File: src/hw/rtl/mbc1_pkg.sv
package mbc1_pkg;

    // default sizes of the cartridge stores
    localparam int ROM_BANKS_DEF  = 8;
    localparam int RAM_BANKS_DEF  = 4;
    localparam int ROM_BANK_BYTES = 16384;
    localparam int RAM_BANK_BYTES = 8192;

    // widest addresses the stores can ever need
    localparam int ROM_ADDR_MAX_W = 21;
    localparam int RAM_ADDR_MAX_W = 15;

    // configuration port
    localparam int CFG_IDX_W  = 1;
    localparam int CFG_DATA_W = 3;
    localparam logic [CFG_IDX_W-1:0] CFG_RAM_SIZE = 1'b0;
    localparam logic [CFG_IDX_W-1:0] CFG_ROM_SIZE = 1'b1;

    // ram size codes and the enable key
    localparam logic [1:0] RAM_SIZE_NONE = 2'd0;
    localparam logic [1:0] RAM_SIZE_2K   = 2'd1;
    localparam logic [1:0] RAM_SIZE_32K  = 2'd3;
    localparam logic [3:0] RAM_EN_KEY    = 4'hA;

    localparam logic [7:0] RD_UNMAPPED = 8'hFF;
    localparam logic [7:0] RD_NONE     = 8'h00;

    // request kinds
    typedef enum logic [1:0] {
        REQ_READ  = 2'd0,
        REQ_WRITE = 2'd1,
        REQ_LOAD  = 2'd2
    } mbc1_req_t;

    // where the read byte comes from
    typedef enum logic [1:0] {
        SEL_ROM   = 2'd0,
        SEL_RAM   = 2'd1,
        SEL_CONST = 2'd2
    } mbc1_sel_t;

    // memory access decoded from one transaction
    typedef struct packed {
        logic                      rom_rd;
        logic                      rom_wr;
        logic [ROM_ADDR_MAX_W-1:0] rom_addr;
        logic                      ram_rd;
        logic                      ram_wr;
        logic [RAM_ADDR_MAX_W-1:0] ram_addr;
        logic [7:0]                wdata;
        mbc1_sel_t                 sel;
        logic [7:0]                fixed;
    } mbc1_mem_req_t;

endpackage

File: src/hw/rtl/mbc1_bank_regs.sv
module mbc1_bank_regs
    import mbc1_pkg::*;
#(
    parameter int ROM_BANKS = ROM_BANKS_DEF,
    parameter int RAM_BANKS = RAM_BANKS_DEF
)(
    input  logic                  clk,
    input  logic                  rst_n,
    input  logic                  accept,
    input  logic [1:0]            req_type,
    input  logic [15:0]           bus_addr,
    input  logic [7:0]            wr_data,
    input  logic [16:0]           rom_offset,
    input  logic                  cfg_we,
    input  logic [CFG_IDX_W-1:0]  cfg_index,
    input  logic [CFG_DATA_W-1:0] cfg_wdata,
    output mbc1_mem_req_t         req
);

    localparam int ROM_BYTES = ROM_BANKS * ROM_BANK_BYTES;

    logic [1:0] ram_size_reg;
    logic [2:0] rom_size_reg;
    logic [3:0] ram_en_reg,   ram_en_next;
    logic [4:0] bank_low_reg, bank_low_next;
    logic [1:0] bank_high_reg, bank_high_next;
    logic       bank_mode_reg, bank_mode_next;

    logic [6:0] rom_mod_tbl [128];
    logic [1:0] ram_mod_tbl [4];

    logic [6:0] rom_raw;
    logic [6:0] rom_bank;
    logic [8:0] rom_cnt;
    logic [1:0] ram_bank;
    logic [12:0] ram_off;
    logic       ram_on;

    // bank number modulo the built store sizes
    for (genvar i = 0; i < 128; i++)
    begin : g_rom_mod
        assign rom_mod_tbl[i] = 7'(i % ROM_BANKS);
    end
    for (genvar j = 0; j < 4; j++)
    begin : g_ram_mod
        assign ram_mod_tbl[j] = 2'(j % RAM_BANKS);
    end

    // switchable rom bank
    always_comb
    begin
        rom_raw = bank_mode_reg ? {2'b00, bank_low_reg} : {bank_high_reg, bank_low_reg};
        rom_cnt = 9'd2 << rom_size_reg;
        if (rom_cnt < 9'(ROM_BANKS))
        begin
            rom_bank = rom_raw & 7'(rom_cnt - 9'd1);
        end
        else
        begin
            rom_bank = rom_mod_tbl[rom_raw];
        end
    end

    // ram bank and mirrored offset
    always_comb
    begin
        ram_bank = ram_mod_tbl[(ram_size_reg == RAM_SIZE_32K && bank_mode_reg) ?
                               bank_high_reg : 2'b00];
        ram_off  = (ram_size_reg == RAM_SIZE_2K) ? {2'b00, bus_addr[10:0]} : bus_addr[12:0];
        ram_on   = (ram_size_reg != RAM_SIZE_NONE) && (ram_en_reg == RAM_EN_KEY);
    end

    // decode of one transaction
    always_comb
    begin
        req            = '0;
        req.wdata      = wr_data;
        req.sel        = SEL_CONST;
        req.fixed      = RD_NONE;
        req.rom_addr   = {rom_bank, bus_addr[13:0]};
        req.ram_addr   = {ram_bank, ram_off};
        ram_en_next    = ram_en_reg;
        bank_low_next  = bank_low_reg;
        bank_high_next = bank_high_reg;
        bank_mode_next = bank_mode_reg;
        case (req_type)
            REQ_READ:
            begin
                req.fixed = RD_UNMAPPED;
                case (bus_addr) inside
                    [16'h0000:16'h3FFF]:
                    begin
                        req.rom_rd   = 1'b1;
                        req.sel      = SEL_ROM;
                        req.rom_addr = {7'd0, bus_addr[13:0]};
                    end
                    [16'h4000:16'h7FFF]:
                    begin
                        req.rom_rd = 1'b1;
                        req.sel    = SEL_ROM;
                    end
                    [16'hA000:16'hBFFF]:
                    begin
                        if (ram_on)
                        begin
                            req.ram_rd = 1'b1;
                            req.sel    = SEL_RAM;
                        end
                    end
                    default:
                    begin
                        req.sel = SEL_CONST;
                    end
                endcase
            end
            REQ_WRITE:
            begin
                case (bus_addr) inside
                    [16'h0000:16'h1FFF]: ram_en_next = wr_data[3:0];
                    [16'h2000:16'h3FFF]:
                        bank_low_next = (wr_data[4:0] == 5'd0) ? 5'd1 : wr_data[4:0];
                    [16'h4000:16'h5FFF]: bank_high_next = wr_data[1:0];
                    [16'h6000:16'h7FFF]: bank_mode_next = wr_data[0];
                    [16'hA000:16'hBFFF]: req.ram_wr = ram_on;
                    default:             req.ram_wr = 1'b0;
                endcase
            end
            REQ_LOAD:
            begin
                req.rom_addr = 21'(rom_offset);
                req.rom_wr   = 22'(rom_offset) < 22'(ROM_BYTES);
            end
            default:
            begin
                req.sel = SEL_CONST;
            end
        endcase
        req.rom_rd = req.rom_rd & accept;
        req.rom_wr = req.rom_wr & accept;
        req.ram_rd = req.ram_rd & accept;
        req.ram_wr = req.ram_wr & accept;
    end

    // bank and configuration registers
    always_ff @(posedge clk or negedge rst_n)
    begin
        if (!rst_n)
        begin
            ram_size_reg  <= RAM_SIZE_NONE;
            rom_size_reg  <= 3'd0;
            ram_en_reg    <= 4'd0;
            bank_low_reg  <= 5'd1;
            bank_high_reg <= 2'd0;
            bank_mode_reg <= 1'b0;
        end
        else
        begin
            if (cfg_we && cfg_index == CFG_RAM_SIZE)
            begin
                ram_size_reg <= cfg_wdata[1:0];
            end
            if (cfg_we && cfg_index == CFG_ROM_SIZE)
            begin
                rom_size_reg <= cfg_wdata[2:0];
            end
            if (accept)
            begin
                ram_en_reg    <= ram_en_next;
                bank_low_reg  <= bank_low_next;
                bank_high_reg <= bank_high_next;
                bank_mode_reg <= bank_mode_next;
            end
        end
    end

endmodule

File: config.mk
export PLATFORM = sky130hd
export DESIGN_NAME = mbc1_bank_regs
export DESIGN_NICKNAME = d
export VERILOG_FILES = /design/src/hw/rtl/mbc1_pkg.sv /design/src/hw/rtl/mbc1_bank_regs.sv
export SDC_FILE = /design/constraint.sdc
export NUM_CORES = 1
export LEC_CHECK = 0
export BUFFER_PORTS_ARGS = -buffer_cell sky130_fd_sc_hd__clkbuf_2
export CORE_MARGIN = 2
export CORE_UTILIZATION = 39
export CTS_CLUSTER_SIZE = 30
export DETAILED_ROUTE_END_ITERATION = 16
export GPL_TIMING_DRIVEN = 0
export PLACE_DENSITY = 0.81
export SLEW_MARGIN = 5
export SYNTH_ARGS = -nofsm -noshare
export SYNTH_HDL_FRONTEND = slang
export SYNTH_SLANG_ARGS = --single-unit
File: constraint.sdc
create_clock -name clk -period 1.57 [get_ports clk]
set_input_delay 0.157 -clock clk [delete_from_list [all_inputs] [get_ports clk]]
set_output_delay 0.157 -clock clk [all_outputs]
set_load 0.03 [all_outputs]
==> reports/qor.txt, run 1 <==
Status: finished, violations left
Failing checks: setup timing
Final-report hold violation count: 0
Final ANT Viol Nets: 0
CORE AREA: 0.00328 mm2
Root buf cell: clkbuf_4
Cell Rows: 21
Hold path start: cfg_wdata[2]
Worst clock skew: 0 ps
GRT Total Usage: 17.0%
Met2 usage: 28.3%
Initial antenna violation count: 0
Post-synth EDFFs: 0
Hold path cells: 2
Critical Path AT: 1810 ps
Detailed-placement wirelength estimate: 3.12 mm
Setup crit end kind: primary output
Crit path time final: 1970 ps
Clock-pin slew on the worst setup and hold paths: 90 ps
Num CTS Buffers: 3
Pre-antenna DRT Iters: 4
Width of the chip: 62.1 um
Gr busiest metal: met2
Total gr overflow: 0
Share of cells above drive strength 1: 79.5%
M1 GR Usage: 21.9%
Vias in the first global route: 1059
Area grow syn2layout: 57.0%
Worst slew pin tran: 511 ps
Die footprint: 0.00386 mm2
HP Class: in2reg
Final nets: 282
Post-Synthesis Cells: 120
Routability cong.: 0.728
# placed instances: 270
CP max FO: 3
First DRT Iteration DRCs: 29
Seq/Total Area, Yosys: 30.5%
Port bufs: 103
Worst skew pair latency: 290 ps
Routed via count: 1262
Global Route met3 Usage: 1.86%
Ys flop type: dfrtp_1
R2R cell count: 2
Drt wl/cell: 13.1 um
Pwr dens: 746 mW/mm2
Relative slew slack: 65.8%
Worst VDD drop: 0.311 mV
CTS tree: built
Max_cap viols: 0
Most frequent cell after synthesis: buf_4
Fin cells: 275
Top cell type's share of synthesized area: 28.5%
Fmax: 507 MHz
Largest cells by area after synthesis: dfrtp_1 (29%), buf_4 (17%), mux2_2 (16%)
Cell variety after synth: 31
Setup CP Type: reg2out
First-pass GRT wire length: 4.75 mm
Unrepaired setup endpoints after global routing: true
Crit path from: rom_size_reg[0]
Setup WS post-layout: -401 ps
Reg-to-reg critical path startpoint: ram_en_reg[2]
Startpoint types: flop
Largest net degree at the start of global routing: 17
Starting Density: 40.1%
Tcrit/Tclk final: 126%
Detailed Route WL: 3.61 mm
Commonest cells post-synth: buf_4 (30), mux2_2 (19), dfrtp_1 (15)
Clock Tree Buf Depth: 2
Pre-CTS setup slack: -140 ps
Remaining DRCs: 0
Synth Cell Area: 0.00132 mm2
Fraction of registers with async set/reset: 100%
Post-synth top area cell: dfrtp_1
Die height: 62.1 um
Hold Worst Slack: 103 ps
Pleak: 0.00115 uW
Warnings, synthesis: 0
Pins over their slew limit: 0
H-tree depth: 1
Final setup viols: 8
N_diodes: 0
Ports: 109
Worst Path Required: 1410 ps
Vias/cell: 4.59
Sink Count: 16
#FFs+latches synth: 16
Syn_area_per_cell: 11.0 um2
[where the power goes]
group / switching (uW) / internal (uW) / leakage (uW) / total [uW]
Combinational: 371 / 348 / 0.000937 / 719
Sequential: 62.8 / 492 / 0.000197 / 555
Clock: 127 / 141 / 0.0000210 / 268
[per-stage QoR]
stage | utilization [%] | power (uW) | instance area [um2] | setup TNS (ps)
2_1_floorplan | - | 999 | 1330 | 0
3_3_place_gp | 57.8 | 1200 | 1900 | -172
3_5_place_dp | 57.8 | 1210 | 1900 | -211
4_1_cts | 62.4 | 1540 | 2050 | -1740
5_1_grt | 62.9 | 1630 | 2070 | -2100
6_report | 62.9 | 1540 | 2070 | -1570
[routing by layer]
metal / wire, um / vias up / share of wire (%)
met4: 76 / 0 / 2.1
met5: 0 / - / 0
met2: 1820 / 60 / 50
met1: 1420 / 572 / 39
met3: 299 / 7 / 8.3
li1: - / 623 / -
[cell families after synthesis]
| family | count (synthesis) | share of synthesized area (%) |
|---|---|---|
| flops | 16 | 30.5 |
| compound gates | 9 | 5.61 |
| simple gates | 34 | 17.9 |
| fa+ha+maj | 1 | 0.950 |
| other cells | 1 | 0.285 |
| buf+inv | 30 | 17.1 |
| mux | 29 | 27.7 |
[critical path: stages, from the launching register on]
cell     delay, ps
dfrtp_1        400
or3_4          410
ha_4           270
nand2_2         40
a32o_2         280
buf_8          140
[what timing repair did]
| item | 4_1_cts | 5_1_grt |
|---|---|---|
| pin swaps | 8 | 5 |
| cloned | 0 | 0 |
| hold endpoints to repair | 15 | 0 |
| buffers inserted | 1 | 0 |
| hold buffers | 1 | 0 |
| gates resized for setup | 22 | 8 |
| setup endpoints to repair | 8 | 14 |
[cell usage in the layout (no fill, tap or decap), types with 2 or more instances in the layout]
| cell type | Yosys | final |
|---|---|---|
| nand2_4 | 2 | 2 |
| buf_4 | 30 | 30 |
| clkbuf_2 | 0 | 95 |
| clkbuf_8 | 0 | 4 |
| and2_1 | 3 | 3 |
| mux2_4 | 10 | 10 |
| dfrtp_1 | 15 | 15 |
| conb_1 | 1 | 2 |
| nor2b_1 | 3 | 3 |
| and4_1 | 4 | 4 |
| nor2_1 | 8 | 7 |
| clkbuf_4 | 0 | 3 |
| mux2_2 | 19 | 19 |
| buf_8 | 0 | 5 |
| nand2_1 | 4 | 3 |
| a32o_2 | 0 | 2 |
[final cells by class]
class,count,area [um2]
Tap cell,46,57.6
Buffer,29,218
Fill cell,266,1220
Timing Repair Buffer,105,609
Clock buffer,4,36.3
Multi-Input combinational cell,75,744
Sequential cell,16,402
[worst paths after layout]
kind,end,slack (ps)
worst max-delay path,req[51],-400
worst min-delay path,rom_size_reg[2],100
worst max register to register,ram_en_reg[2],660
worst min register to register,bank_high_reg[1],520
max in group asynchronous,bank_low_reg[0],930
min in group asynchronous,ram_en_reg[1],320
Note: power is estimated with default switching activity, not from simulation.
==> run 2, diff against run 1 <==
Settings changed: CORE_UTILIZATION 39 to 35, PLACE_DENSITY 0.81 to 0.77.
Clock period 1.57 ns to 1.7 ns, I/O delays scaled along.
==> run 2 against run 1 <==
  * The run still ends with setup timing left
  * Total power shrank 1.1%
  * Critical path depth unchanged
  * Critical path type unchanged
  * Clock power is 25% higher
  * Hold slack improved by 51 ps
  * Highest routed layer unchanged
==> reports/qor.txt, run 2 (same netlist as run 1, synthesis figures left out) <==
Status: finished, violations left (unchanged)
Failing checks: setup timing (unchanged)
CP max FO: 3 (unchanged)
Stages on worst setup path: 5 (unchanged)
Clock Tree Buf Depth: 2 (unchanged)
Root buf cell: clkbuf_8 (was clkbuf_4)
Crit path time final: 1940 ps
Routability cong.: 0.820 (was 0.728)
CP bufs+invs: 1 (unchanged)
Pleak: 0.00117 uW (was 0.00115 uW)
First DRT Iteration DRCs: 19 (was 29)
Worst VDD drop: 0.375 mV (was 0.311 mV)
Critical Path AT: 1770 ps (was 1810 ps)
Relative slew slack: 65.2% (was 65.8%)
Share of cells above drive strength 1: 80.1% (was 79.5%)
Unrepaired setup endpoints after global routing: true (unchanged)
Worst skew pair latency: 250 ps (was 290 ps)
CP max stage cell: dfrtp_1 (was or3_4)
Reg-to-reg critical path startpoint: ram_en_reg[2] (unchanged)
Area grow syn2layout: 59.7% (was 57.0%)
Hold path cells: 2 (unchanged)
Fmax: 517 MHz
Reg2Reg Setup Slack: 800 ps (was 660 ps)
Sink Count: 16 (unchanged)
Initial antenna violation count: 0 (unchanged)
Worst Path Required: 1530 ps (was 1410 ps)
Detailed-placement wirelength estimate: 3.01 mm (was 3.12 mm)
Internal: 988 uW (was 981 uW)
Sw Share: 35.2% (was 36.4%)
R2R cell count: 2 (unchanged)
Width of the chip: 65.3 um (was 62.1 um)
Detailed Route WL: 3.68 mm (was 3.61 mm)
Drt wl/cell: 13.2 um (was 13.1 um)
Final setup viols: 6 (was 8)
Final nets: 284 (was 282)
Pins over their slew limit: 0 (unchanged)
Vias in the first global route: 1152 (was 1059)
Startpoint types: flop (unchanged)
Worst stage delay on the critical path: 410 ps (about the same)
Total gr overflow: 0 (unchanged)
Worst slew pin tran: 520 ps (was 511 ps)
Pwr dens: 726 mW/mm2 (was 746 mW/mm2)
Most common cell after layout, fill and taps aside: clkbuf_2 (unchanged)
HP Class: in2reg (unchanged)
Clk pwr share: 22.0% (was 17.4%)
Tcrit/Tclk final: 114%
First-pass GRT wire length: 5.33 mm (was 4.75 mm)
Largest net degree at the start of global routing: 17 (unchanged)
CTS tree: built (unchanged)
Reg2Reg Capture Point: ram_en_reg[2] (unchanged)
Port bufs: 103 (unchanged)
Hold path endpoint: rom_size_reg[2] (unchanged)
CORE AREA: 0.00363 mm2 (was 0.00328 mm2)
Num CTS Buffers: 3 (unchanged)
Worst clock skew: 0 ps (unchanged)
Die height: 65.3 um (was 62.1 um)
Setup CP Type: reg2out (unchanged)
Routed via count: 1289 (was 1262)
Die footprint: 0.00427 mm2 (was 0.00386 mm2)
Final ANT Viol Nets: 0 (unchanged)
Setup crit end kind: primary output (unchanged)
Pre-antenna DRT Iters: 4 (unchanged)
H-tree depth: 1 (unchanged)
Sw Pwr: 537 uW (was 561 uW)
Combinational power share: 44.1% (was 46.6%)
Commonest non-fill, non-tap cells in the layout: clkbuf_2 (95), buf_4 (32), mux2_2 (19) (was clkbuf_2 (95), buf_4 (30), mux2_2 (19))
Worst path cell trace: or3_4 -> ha_4 -> nand2_2 -> a32o_2 -> buf_8 (unchanged)
Tot Pwr: 1530 uW (was 1540 uW)
Max_cap viols: 0 (unchanged)
Clock-pin slew on the worst setup and hold paths: 60 ps (was 90 ps)
Final-report hold violation count: 0 (unchanged)
Hold path start: cfg_wdata[2] (unchanged)
Sequential share of power: 33.9% (was 36.0%)
GRT Total Usage: 16.6% (was 17.0%)
Utilization after layout: 57.9% (was 62.9%)
Ports: 109 (unchanged)
Critical path's top delay family: simple AND/OR/NAND/NOR gates (unchanged)
N_diodes: 0 (unchanged)
Vias/cell: 4.62 (was 4.59)
Setup WS post-layout: -235 ps (was -401 ps)
Remaining DRCs: 0 (unchanged)
Setup_tns: -416 ps (was -1570 ps)
Cell Rows: 22 (was 21)
Starting Density: 36.2% (was 40.1%)
-- run 2: cell count changes in the layout (fill, tap and decap cells not counted), sizes merged --
cell / previous run / this run
buf: 35 / 37
-- run 2: how the worst max path moves through the flow --
stage                                from      end
after floorplan               req_type[0]  req[34]
after global placement    rom_size_reg[0]  req[51]
after detailed placement  rom_size_reg[0]  req[51]
after CTS                 rom_size_reg[2]  req[51]
after global routing      rom_size_reg[0]  req[51]
final                     rom_size_reg[1]  req[51]
-- run 2: layer usage --
layer / wire length (um) / part of all wire (%) / vias up / global-route usage, %
met5: 0 / 0 / - / 0
met4: 47 / 1.3 / 0 / 6.51
met3: 371 / 10 / 5 / 4.11
met2: 1980 / 54 / 64 / 32.0
met1: 1280 / 35 / 600 / 16.8
li1: - / - / 620 / -
-- run 2: what timing repair did --
action,CTS,global route
buffers inserted,2,0
setup endpoints to repair,7,8
hold endpoints to repair,15,0
resized for setup,20,13
pin swaps,10,4
hold buffers,1,0
-- run 2: power by group through the flow --
stage	Combinational, uW	Clock (uW)	Sequential, uW
final	672	336	518
after CTS	654	346	515
after global placement	596	0	511
after global routing	713	360	527
after detailed placement	605	0	513
after floorplan	429	0	493
-- run 2: area by class of cell --
type | instances | area [um2]
Tap cell | 48 | 60.1
Timing Repair Buffer | 106 | 613
Fill cell | 322 | 1530
Clock buffer | 4 | 55.1
Buffer | 30 | 225
Sequential cell | 16 | 402
Multi-Input combinational cell | 75 | 747
-- run 2: metrics by stage --
stage / cells / instance area [um2] / hold WS, ps / setup WS, ps
after floorplan: 121 / 1330 / -126 / 112
after global placement: 272 / 1900 / 99.4 / 19.8
after detailed placement: 272 / 1900 / 103 / 17.3
after CTS: 279 / 2080 / 153 / -206
after global routing: 279 / 2100 / 164 / -279
final: 279 / 2100 / 154 / -235
